--- config.mk ---
export PLATFORM = sky130hd
export DESIGN_NAME = oid_two_wire_master
export DESIGN_NICKNAME = d
export VERILOG_FILES = /design/src/hw/rtl/oid_pkg.sv /design/src/hw/rtl/oid_two_wire_master.sv /design/src/hw/rtl/oid_cfg_regs.sv /design/src/hw/rtl/oid_core.sv
export SDC_FILE = /design/constraint.sdc
export NUM_CORES = 1
export LEC_CHECK = 0
export BUFFER_PORTS_ARGS = -buffer_cell sky130_fd_sc_hd__buf_2
export CAP_MARGIN = 20
export CORE_AREA = 2 2 122 212
export CTS_CLUSTER_DIAMETER = 150
export DETAILED_ROUTE_END_ITERATION = 10
export DIE_AREA = 0 0 124 214
export PLACE_DENSITY = 0.87
export SLEW_MARGIN = 30
export SYNTH_ARGS = -nofsm -noshare
export SYNTH_HDL_FRONTEND = slang
export SYNTH_SLANG_ARGS = --single-unit
--- constraint.sdc ---
create_clock -name clk -period 8.3 [get_ports clk]
set_input_delay 0.83 -clock clk [delete_from_list [all_inputs] [get_ports clk]]
set_output_delay 0.83 -clock clk [all_outputs]
set_load 0.02 [all_outputs]
--- src/hw/rtl/oid_pkg.sv ---
`timescale 1ns / 1ps
// oid_pkg: shared types, phase codes and register constants for the
// two-wire optical pen sensor master. No dependencies.
package oid_pkg;

  localparam int unsigned CFG_ADDR_W = 4;
  localparam int unsigned CFG_DATA_W = 32;
  localparam int unsigned TICK_W     = 24;
  localparam int unsigned HALF_W     = 16;
  localparam int unsigned STOP_W     = 16;
  localparam int unsigned BIT_W      = 7;
  localparam int unsigned FRAME_W    = 64;

  localparam logic [HALF_W-1:0] HALF_RESET    = 16'd10;
  localparam logic [STOP_W-1:0] STOP_RESET    = 16'd78;
  localparam logic [TICK_W-1:0] TIMEOUT_RESET = 24'd300000;

  localparam logic [BIT_W-1:0] FRAME_BITS = 7'd64;
  localparam logic [BIT_W-1:0] ACK_BITS   = 7'd16;
  localparam logic [BIT_W-1:0] CMD_BITS   = 7'd8;

  typedef enum logic [1:0] {
    REG_HALF_PERIOD = 2'd0,
    REG_STOP        = 2'd1,
    REG_ACK_TIMEOUT = 2'd2
  } reg_idx_t;

  typedef enum logic [1:0] {
    ACK_OK      = 2'd0,
    ACK_TIMEOUT = 2'd1,
    ACK_WRONG   = 2'd2
  } ack_status_t;

  typedef enum logic [3:0] {
    PH_IDLE     = 4'd0,
    PH_RX_HI    = 4'd1,
    PH_RX_LO    = 4'd2,
    PH_RX_STOP  = 4'd3,
    PH_TX_HI    = 4'd4,
    PH_TX_LO    = 4'd5,
    PH_TX_STOP  = 4'd6,
    PH_ACK_WAIT = 4'd7
  } phase_t;

  typedef struct packed {
    logic       sda_in;
    logic       cmd_valid;
    logic [7:0] cmd_byte;
  } in_t;

  typedef struct packed {
    logic               scl_level;
    logic               sda_pull_low;
    logic               busy_res;
    logic               frame_done;
    logic [FRAME_W-1:0] frame_word;
    logic               is_command;
    logic [13:0]        position_x;
    logic [13:0]        position_y;
    logic [25:0]        code_value;
    logic               ack_done;
    logic [1:0]         ack_status;
  } out_t;

  typedef struct packed {
    logic [HALF_W-1:0] half_period_ticks;
    logic [STOP_W-1:0] stop_ticks;
    logic [TICK_W-1:0] ack_timeout_ticks;
  } cfg_t;

endpackage

--- src/hw/rtl/oid_two_wire_master.sv ---
`timescale 1ns / 1ps
// oid_two_wire_master: top level of the two-wire optical pen sensor master.
// Depends on oid_pkg, oid_cfg_regs and oid_core.
//
//  port group  direction  handshake            payload
//  in_         to block   in_valid / in_stall  in_data   (oid_pkg::in_t)
//  out_        from block out_valid / out_stall out_data (oid_pkg::out_t)
//  cfg (APB)   to block   psel/penable/pready  paddr, pwdata, prdata
//
// One input transfer is one link tick; its result is in the output register
// the next cycle, and a new tick is taken every cycle while out_stall is low.
// The result is held in the single output register.
// in_stall follows the output register: high while a result is held and
// out_stall is high. Reset (rst_n low, synchronous) returns the link to idle
// and loads register defaults.
module oid_two_wire_master (
  input  logic                             clk,
  input  logic                             rst_n,
  input  logic                             in_valid,
  output logic                             in_stall,
  input  oid_pkg::in_t                     in_data,
  output logic                             out_valid,
  input  logic                             out_stall,
  output oid_pkg::out_t                    out_data,
  input  logic                             psel,
  input  logic                             penable,
  input  logic                             pwrite,
  input  logic [oid_pkg::CFG_ADDR_W-1:0]   paddr,
  input  logic [oid_pkg::CFG_DATA_W-1:0]   pwdata,
  output logic [oid_pkg::CFG_DATA_W-1:0]   prdata,
  output logic                             pready
);
  import oid_pkg::*;

  cfg_t  cfg;
  out_t  res;
  out_t  out_data_r;
  logic  out_valid_r;
  logic  accept;

  assign in_stall = out_valid_r & out_stall;
  assign accept   = in_valid & ~in_stall;

  oid_cfg_regs u_cfg (
    .clk     (clk),
    .rst_n   (rst_n),
    .psel    (psel),
    .penable (penable),
    .pwrite  (pwrite),
    .paddr   (paddr),
    .pwdata  (pwdata),
    .prdata  (prdata),
    .pready  (pready),
    .cfg     (cfg)
  );

  oid_core u_core (
    .clk     (clk),
    .rst_n   (rst_n),
    .tick_en (accept),
    .cfg     (cfg),
    .in_item (in_data),
    .res     (res)
  );

  always_ff @(posedge clk) begin
    if (!rst_n) begin
      out_valid_r <= 1'b0;
    end else if (accept) begin
      out_valid_r <= 1'b1;
    end else if (!out_stall) begin
      out_valid_r <= 1'b0;
    end
  end

  always_ff @(posedge clk) begin
    if (accept) out_data_r <= res;
  end

  assign out_valid = out_valid_r;
  assign out_data  = out_data_r;

endmodule

--- src/hw/rtl/oid_cfg_regs.sv ---
`timescale 1ns / 1ps
// oid_cfg_regs: APB-style register file for bit timing and ack timeout.
// Depends on oid_pkg.
module oid_cfg_regs (
  input  logic                             clk,
  input  logic                             rst_n,
  input  logic                             psel,
  input  logic                             penable,
  input  logic                             pwrite,
  input  logic [oid_pkg::CFG_ADDR_W-1:0]   paddr,
  input  logic [oid_pkg::CFG_DATA_W-1:0]   pwdata,
  output logic [oid_pkg::CFG_DATA_W-1:0]   prdata,
  output logic                             pready,
  output oid_pkg::cfg_t                    cfg
);
  import oid_pkg::*;

  logic [HALF_W-1:0] half_r;
  logic [STOP_W-1:0] stop_r;
  logic [TICK_W-1:0] timeout_r;
  logic              wr_en;
  reg_idx_t          idx;

  assign pready = 1'b1;
  assign wr_en  = psel & penable & pwrite;
  assign idx    = reg_idx_t'(paddr[CFG_ADDR_W-1:2]);

  always_ff @(posedge clk) begin
    if (!rst_n) begin
      half_r    <= HALF_RESET;
      stop_r    <= STOP_RESET;
      timeout_r <= TIMEOUT_RESET;
    end else if (wr_en) begin
      unique case (idx)
        REG_HALF_PERIOD: half_r    <= pwdata[HALF_W-1:0];
        REG_STOP:        stop_r    <= pwdata[STOP_W-1:0];
        REG_ACK_TIMEOUT: timeout_r <= pwdata[TICK_W-1:0];
        default: ;
      endcase
    end
  end

  always_comb begin
    unique case (idx)
      REG_HALF_PERIOD: prdata = {{(CFG_DATA_W-HALF_W){1'b0}}, half_r};
      REG_STOP:        prdata = {{(CFG_DATA_W-STOP_W){1'b0}}, stop_r};
      REG_ACK_TIMEOUT: prdata = {{(CFG_DATA_W-TICK_W){1'b0}}, timeout_r};
      default:         prdata = '0;
    endcase
  end

  assign cfg.half_period_ticks = half_r;
  assign cfg.stop_ticks        = stop_r;
  assign cfg.ack_timeout_ticks = timeout_r;

endmodule

--- src/hw/rtl/oid_core.sv ---
`timescale 1ns / 1ps
// oid_core: link state registers and the per-tick next-state and result logic.
// Depends on oid_pkg.
module oid_core (
  input  logic          clk,
  input  logic          rst_n,
  input  logic          tick_en,
  input  oid_pkg::cfg_t cfg,
  input  oid_pkg::in_t  in_item,
  output oid_pkg::out_t res
);
  import oid_pkg::*;

  typedef struct packed {
    logic              done;
    logic [TICK_W-1:0] count;
  } run_t;

  function automatic run_t run_out(input logic [TICK_W-1:0] tc,
                                   input logic [TICK_W-1:0] dur);
    run_t r;
    logic [TICK_W-1:0] t;
    t       = tc + 1'b1;
    r.done  = (t >= dur);
    r.count = r.done ? '0 : t;
    return r;
  endfunction

  function automatic logic tx_bit(input logic [BIT_W-1:0] b, input logic [7:0] cmd);
    logic [3:0] sub;
    sub = 4'd8 - b[3:0];
    if (b == '0 || b > CMD_BITS) return 1'b1;
    return cmd[sub[2:0]];
  endfunction

  phase_t             phase_r, phase_nxt;
  logic [TICK_W-1:0]  tick_r, tick_nxt;
  logic [BIT_W-1:0]   bit_r, bit_nxt;
  logic [FRAME_W-1:0] shift_r, shift_nxt;
  logic [7:0]         pcmd_r, pcmd_nxt;
  logic               pflag_r, pflag_nxt;
  logic               rx_ack_r, rx_ack_nxt;

  run_t               ro_half, ro_stop, ro_to;
  logic               fdone, adone;
  ack_status_t        astat;
  logic [7:0]         ack_low;

  always_ff @(posedge clk) begin
    if (!rst_n) begin
      phase_r  <= PH_IDLE;
      tick_r   <= '0;
      bit_r    <= '0;
      shift_r  <= '0;
      pcmd_r   <= '0;
      pflag_r  <= 1'b0;
      rx_ack_r <= 1'b0;
    end else if (tick_en) begin
      phase_r  <= phase_nxt;
      tick_r   <= tick_nxt;
      bit_r    <= bit_nxt;
      shift_r  <= shift_nxt;
      pcmd_r   <= pcmd_nxt;
      pflag_r  <= pflag_nxt;
      rx_ack_r <= rx_ack_nxt;
    end
  end

  assign ro_half = run_out(tick_r, {{(TICK_W-HALF_W){1'b0}}, cfg.half_period_ticks});
  assign ro_stop = run_out(tick_r, {{(TICK_W-STOP_W){1'b0}}, cfg.stop_ticks});
  assign ro_to   = run_out(tick_r, cfg.ack_timeout_ticks);
  assign ack_low = shift_r[7:0] - 8'd1;

  always_comb begin
    phase_nxt  = phase_r;
    tick_nxt   = tick_r;
    bit_nxt    = bit_r;
    shift_nxt  = shift_r;
    pcmd_nxt   = pcmd_r;
    pflag_nxt  = pflag_r;
    rx_ack_nxt = rx_ack_r;
    fdone      = 1'b0;
    adone      = 1'b0;
    astat      = ACK_OK;

    unique case (phase_r)
      PH_IDLE: begin
        if (!in_item.sda_in) begin
          phase_nxt  = PH_RX_HI;
          tick_nxt   = '0;
          bit_nxt    = '0;
          shift_nxt  = '0;
          rx_ack_nxt = 1'b0;
          if (in_item.cmd_valid) begin
            pcmd_nxt  = in_item.cmd_byte;
            pflag_nxt = 1'b1;
          end
        end else if (in_item.cmd_valid) begin
          pcmd_nxt  = in_item.cmd_byte;
          phase_nxt = PH_TX_HI;
          tick_nxt  = '0;
          bit_nxt   = '0;
          pflag_nxt = 1'b0;
        end
      end
      PH_RX_HI: begin
        tick_nxt = ro_half.count;
        if (ro_half.done) phase_nxt = PH_RX_LO;
      end
      PH_RX_LO: begin
        // sample on first tick of each low half, start bit excluded
        if (tick_r == '0 && bit_r != '0) shift_nxt = {shift_r[FRAME_W-2:0], in_item.sda_in};
        tick_nxt = ro_half.count;
        if (ro_half.done) begin
          if (bit_r >= (rx_ack_r ? ACK_BITS : FRAME_BITS)) begin
            phase_nxt = PH_RX_STOP;
          end else begin
            bit_nxt   = bit_r + 1'b1;
            phase_nxt = PH_RX_HI;
          end
        end
      end
      PH_RX_STOP: begin
        tick_nxt = ro_stop.count;
        if (ro_stop.done) begin
          phase_nxt = PH_IDLE;
          if (rx_ack_r) begin
            adone = 1'b1;
            astat = (ack_low == pcmd_r) ? ACK_OK : ACK_WRONG;
          end else begin
            fdone = 1'b1;
            if (pflag_r) begin
              phase_nxt = PH_TX_HI;
              tick_nxt  = '0;
              bit_nxt   = '0;
              pflag_nxt = 1'b0;
            end
          end
        end
      end
      PH_TX_HI: begin
        tick_nxt = ro_half.count;
        if (ro_half.done) phase_nxt = PH_TX_LO;
      end
      PH_TX_LO: begin
        tick_nxt = ro_half.count;
        if (ro_half.done) begin
          if (bit_r >= CMD_BITS) begin
            phase_nxt = PH_TX_STOP;
          end else begin
            bit_nxt   = bit_r + 1'b1;
            phase_nxt = PH_TX_HI;
          end
        end
      end
      PH_TX_STOP: begin
        tick_nxt = ro_stop.count;
        if (ro_stop.done) phase_nxt = PH_ACK_WAIT;
      end
      PH_ACK_WAIT: begin
        if (!in_item.sda_in) begin
          phase_nxt  = PH_RX_HI;
          tick_nxt   = '0;
          bit_nxt    = '0;
          shift_nxt  = '0;
          rx_ack_nxt = 1'b1;
        end else begin
          tick_nxt = ro_to.count;
          if (ro_to.done) begin
            phase_nxt = PH_IDLE;
            adone     = 1'b1;
            astat     = ACK_TIMEOUT;
          end
        end
      end
      default: begin
        phase_nxt = PH_IDLE;
        tick_nxt  = '0;
      end
    endcase
  end

  // line levels follow the state after this tick
  always_comb begin
    res = '0;
    unique case (phase_nxt)
      PH_RX_HI: begin
        res.scl_level    = 1'b1;
        res.sda_pull_low = (bit_nxt == '0);
      end
      PH_RX_LO: res.sda_pull_low = (bit_nxt == '0);
      PH_TX_HI: begin
        res.scl_level    = 1'b1;
        res.sda_pull_low = ~tx_bit(bit_nxt, pcmd_nxt);
      end
      PH_TX_LO: res.sda_pull_low = (bit_nxt >= 7'd1 && bit_nxt <= 7'd7) ?
                                   ~tx_bit(bit_nxt, pcmd_nxt) : 1'b0;
      default: ;
    endcase
    res.busy_res   = (phase_nxt != PH_IDLE);
    res.frame_done = fdone;
    res.ack_done   = adone;
    res.ack_status = adone ? astat : ACK_OK;
    if (fdone) begin
      res.frame_word = shift_r;
      res.is_command = shift_r[63];
      if (shift_r[63]) begin
        res.code_value = {10'd0, shift_r[15:0]};
      end else if (shift_r[62]) begin
        if (shift_r[61]) begin
          res.position_x = shift_r[13:0];
          res.position_y = shift_r[27:14];
        end else begin
          res.code_value = shift_r[25:0];
        end
      end else begin
        res.code_value = {10'd0, shift_r[15:0]};
      end
    end
  end

endmodule
After elaboration in Yosys (flattened, before gate mapping)
Index checks and enable logic that the tools add are counted.

storage, ports and cells
  register bits after elaboration = 292
  bits of input ports = 53
  output and inout bits = 161

operators by class
  add/sub/neg operators = 4
  order comparisons = 9
  equality and inequality tests = 23
  muxes and demuxes = 84
  bitwise gates (word level) = 10
  reduce and logical (&&, ||, !) cells = 25

operator list
  cell                                                  number
  2-to-1 mux 24 bit                                     9
  2-to-1 mux 64 bit                                     2
  case mux 64 bit (2 select lines)                      1
  case mux 24 bit (5 select lines)                      1
  2-to-1 mux 7 bit                                      11
  case mux 24 bit (3 select lines)                      1
  greater-or-equal comparator 24 x 16 -> 1 bit          2
  2-to-1 mux 16 bit                                     3
  2-to-1 mux 4 bit                                      11
  case mux 7 bit (5 select lines)                       1
  case mux 4 bit (8 select lines)                       1
  2-to-1 mux 1 bit                                      28
  adder 24 x 1 -> 24 bit (second input constant)        1
  equality test 4 x 3 -> 1 bit (second input constant)  6
  greater-or-equal comparator 24 bit                    1
  logical NOT 24 bit                                    1
  2-to-1 mux 8 bit                                      2
  equality test 4 x 2 -> 1 bit (second input constant)  3
  2-to-1 mux 2 bit                                      6
  OR reduction 4 bit                                    3
  inequality test 2 bit (second input constant)         5
  equality test 4 x 1 -> 1 bit (second input constant)  2
  equality test 8 bit                                   1
  AND reduction 2 bit                                   4
  31 further kinds                                      49

Depth between registers and ports, before layout
  depth in word-level cells = 14
  gate-level depth with buffers = 21

Modules after synthesis
From an unflattened synthesis, not the netlist that was laid out.

second synthesis, totals
  cells, all modules = 1529
  area, all modules = 14600.3 um^2

modules (own cells, without submodules)
  module               instances  cells each  area an instance (um^2)
  oid_core             1          1099        8115.3
  oid_two_wire_master  1          130         3826.2
  oid_cfg_regs         1          300         2658.8

Worst setup path after synthesis
OpenSTA, ideal clock, no wires.

  path type = input-to-reg
  start point = input out_stall
  end point = register out_data_r (netlist bit out_data[0]), enable pin
  arrival = 4.682 ns
  data required time = 7.762 ns
  path slack = 3.080 ns
  cell stages on the path = 4
  path buffers = 1
  cells stage by stage = nand2_1 -> nand2_1 -> inv_1 -> buf_1

between the ends
  longest elaborated chain between the ends = 3

ends and longest elaborated chain
  item                  line                       source
  start, declared       oid_two_wire_master.sv:23  input logic out_stall,
  bitwise AND 1 bit     oid_two_wire_master.sv:41  assign in_stall = out_valid_r & out_stall;
  NOT 1 bit             oid_two_wire_master.sv:42  assign accept = in_valid & ~in_stall;
  bitwise AND 1 bit     oid_two_wire_master.sv:42
  named net accept      oid_two_wire_master.sv:39  logic accept;
  end signal, assigned  oid_two_wire_master.sv:77  if (accept) out_data_r <= res;
  end, declared         oid_two_wire_master.sv:37  out_t out_data_r;

The timed path passes the listed nets, and every way through them passes these cells.
A chain may end at the register's enable or synchronous reset.

==> impl_metrics.ini <==
[layout]
fin_cells = 2020
fin_nets = 1807
post-route-util = 0.6665
final_layout_size_suffix_gt1_frac = 0.1669
diodes = 0
final_area_sq_um = 16480
syn_to_final_growth_pct = 12.51
fillers = 1910

[yosys]
synth-seq-cells = 291
synth-edff-count = 125
synth_cells = 1558
synth_cell_types = 89
synth_flop_cell = dfxtp_1
ys_warn_count = 0
synth_seq_area_share = 0.4832
synthArstFlopShare = 0
netlist_area_sq_um = 14650
syn_avg_cell_area_sq_um = 9.401

[floorplanning]
dieArea_sq_um = 26540
fp.coreArea_sq_um = 24720
fp-row-count = 76
fp.dieH_microns = 214
ios = 214
initial_core_util = 0.5924
die_w_microns = 124

[pwr]
leakage_nw = 6.685
p_switching_mw = 0.7827
vdd_drop_max_v = 0.0001846
switching_share = 0.2576
p_int_mw = 2.256
p_clk_frac = 0.387
p_per_area_nw_per_um2 = 184.4
power_mw = 3.039
power_frac_comb = 0.101
sequentialPowerShare = 0.512

[sta]
rsz0062_at_grt = false
worst_slack_ps = 2562
period_share = 0.6914
skew_ps = 24.97
finalHoldWorstSlack_ps = 477.2
slew_headroom = 0.3520
tightestPinTransition_ps = 969.7
fin_crit_ps = 5738
fin_setup_tns_ps = 0
setup_viol = 0
timing.fmax_mhz = 174.3
final-hold-violation-count = 0
drv_slew = 0

[worst_setup_path]
r2r_setup_slack_ps = 2560
slowest_delay_ps = 550
crit_path_frequent_cell = ha_1
crit_chain = ha_1 -> and2_1 -> nor4b_2 -> nand2_1 -> xnor2_1 -> ha_1 -> nand4_1 -> o31ai_1 -> o41ai_2 -> a211o_2 -> o21ai_2 -> inv_1 -> ha_1 -> mux4_2 -> mux2i_1 -> nor2_1 -> nor4_2 -> o2bb2ai_1
reg2reg_from = u_core.tick_r[0]$_SDFFE_PN0P_
r2r-end = out_data[124]$_DFFE_PP_
crit_fanout = 9
slowest_stage = nor4b_2
critPathCaptureType = flop
cp_data_required_time_ps = 8690
reg2reg_depth = 18
crit_type = reg2reg
setup.worst_path.start_class = flop
cp.arrival_ps = 6120

[placed_design]
io_buffers = 194
dp_hpwl_mm = 25.24
place_area_sq_um = 15650
place.gp.congestion = 0.9268
dpl.cell_count = 1972
pre_cts_ws_ps = 2619

[global_routing]
met1_usage = 0.2882
grt_max_degree = 107
grt_antenna_before_repair = 0
grt-ovfl-total = 0
first_global_vias = 11800
grt_pass1_wl_mm = 57.71
met2_usage = 0.4936
met3_usage = 0.03355
track_usage = 0.2689
busiest_layer = met2

[cts]
cts_resized = 0
clk_latency_ps = 560
cts_made_buffers = 26
cts_max_level = 1
cts_tree = done
ctsHoldBuffers = 0
cts.clk_slew.worst_paths_ps = 70
cts.sinks = 291
post_cts_buffers = 0
cts-root-buf = clkbuf_16
ctsLongestPathBuffers = 3

[routing]
wl_per_cell_microns = 17.82
vias = 11918
drt-vias-per-instance = 5.900
dr.pass1.iters = 5
ant_nets = 0
drc = 0
routed_wl_mm = 35.99
initialDrtViolationCount = 742

[worst_hold_path]
min_to = u_core.shift_r[53]$_SDFFE_PN0P_
worstHoldStart = u_core.shift_r[53]$_SDFFE_PN0P_
hold_depth = 2
hold_class = reg2reg

[run_status]
status = finished, final reports clean

[job]
maxCapViolCount = 0
-- cell families (layout without fill, tap and decap cells) --
| logic type | count (synthesis) | count (layout) | synth area share |
|---|---|---|---|
| and+or+nand+nor | 641 | 641 | 0.2154 |
| AOI/OAI and AO/OA | 302 | 302 | 0.1473 |
| DFF | 291 | 291 | 0.4832 |
| buffers and inverters | 197 | 340 | 0.05647 |
| adders and majority gates | 66 | 66 | 0.05638 |
| xor gates and xnor gates | 35 | 35 | 0.02093 |
| muxes | 24 | 24 | 0.01990 |
| other | 2 | 9 | 0.0005127 |
-- power groups by stage --
stage / Sequential, mW / Clock [mW] / Combinational, mW
after global placement: 1.58 / 0 / 0.299
after detailed placement: 1.59 / 0 / 0.305
after floorplan: 1.63 / 0 / 0.177
after global routing: 1.56 / 1.24 / 0.334
final: 1.56 / 1.18 / 0.307
after CTS: 1.56 / 1.19 / 0.306
-- placed cells by master, fill, tap and decap left out, types with 5 or more instances in the layout --
master	instances
nor2b_1	30
nand4_1	15
nor4_1	10
clkbuf_1	6
conb_1	9
and3_1	16
xor2_1	10
dfxtp_1	166
a21boi_1	6
xnor2_1	25
nor3_1	22
buf_2	193
buf_4	10
edfxtp_1	125
o21a_1	11
or2_2	5
a22oi_1	13
nand2_1	253
o21ai_1	5
clkbuf_16	26
nand3b_1	5
nand3_1	81
inv_1	88
a21boi_0	115
a21o_1	14
a211oi_1	8
nor2_1	82
o211ai_1	18
and2_1	77
or3_1	5
mux2i_1	19
a21oi_1	31
ha_1	66
o21ai_0	41
-- registers in the layout, indices dropped and copies added (netlist names) --
register,count
u_cfg.stop_r,16
u_core.phase_r,4
u_core.bit_r,7
u_core.rx_ack_r,1
u_core.shift_r,64
u_core.pcmd_r,8
u_cfg.half_r,16
u_cfg.timeout_r,24
u_core.pflag_r,1
u_core.tick_r,24
out_data,125
out_valid,1
-- Yosys cell counts, types with 5 or more instances --
cell type	n	area share
nand2_1	254	0.065
dfxtp_1	166	0.23
edfxtp_1	125	0.26
a21boi_0	115	0.059
inv_1	89	0.023
clkbuf_1	84	0.022
nor2_1	83	0.021
nand3_1	81	0.028
and2_1	78	0.033
ha_1	66	0.056
o21ai_0	41	0.014
a21oi_1	31	0.011
nor2b_1	30	0.013
xnor2_1	25	0.015
nor3_1	23	0.0079
mux2i_1	19	0.013
o211ai_1	18	0.0092
and3_1	16	0.0068
nand4_1	15	0.0064
a21o_1	14	0.0072
buf_4	14	0.0072
a22oi_1	13	0.0067
o21a_1	11	0.0056
nor4_1	10	0.0043
xor2_1	10	0.0060
a211oi_1	8	0.0041
a21boi_1	6	0.0031
nand3b_1	5	0.0026
o21ai_1	5	0.0017
or2_2	5	0.0021
or3_1	5	0.0021
-- worst max-delay path, delay by kind of cell (launching register included) --
family,cells,cell delay [ps]
xor+xnor,1,420
compound gates,5,1520
flops,1,500
simple gates,6,1360
buf+inv,1,120
fa+ha+maj,3,960
mux,2,670
-- per-layer routing --
layer / up-vias / part of all wire / wire length, microns
met2: 475 / 0.53 / 18970
met5: - / 0 / 0
met1: 5665 / 0.36 / 12970
met3: 138 / 0.055 / 1982
met4: 0 / 0.058 / 2072
li1: 5640 / - / -
-- area by class of cell --
class,count,area (sq um),share of cell area
Tap cell,312,390.4,0.02369
Sequential cell,291,7077,0.4295
Multi-Input combinational cell,1077,6803,0.4128
Inverter,89,336.6,0.02043
Timing Repair Buffer,203,1041,0.06317
Clock buffer,33,686.9,0.04169
Clock inverter,15,143.9,0.008732
-- worst max path at each step --
stage	startpoint	to	slack, ps
after floorplan	out_stall	out_data[0]$_SDFFCE_PN0P_	3080
after global placement	u_core.tick_r[0]$_SDFFE_PN0P_	out_data[124]$_DFFE_PP_	2710
after detailed placement	u_core.tick_r[0]$_SDFFE_PN0P_	out_data[124]$_DFFE_PP_	2620
after CTS	u_core.tick_r[0]$_SDFFE_PN0P_	out_data[124]$_DFFE_PP_	2540
after global routing	u_core.tick_r[0]$_SDFFE_PN0P_	out_data[124]$_DFFE_PP_	2090
final	u_core.tick_r[0]$_SDFFE_PN0P_	out_data[124]$_DFFE_PP_	2560
Note: power is estimated with default switching activity, not from simulation.
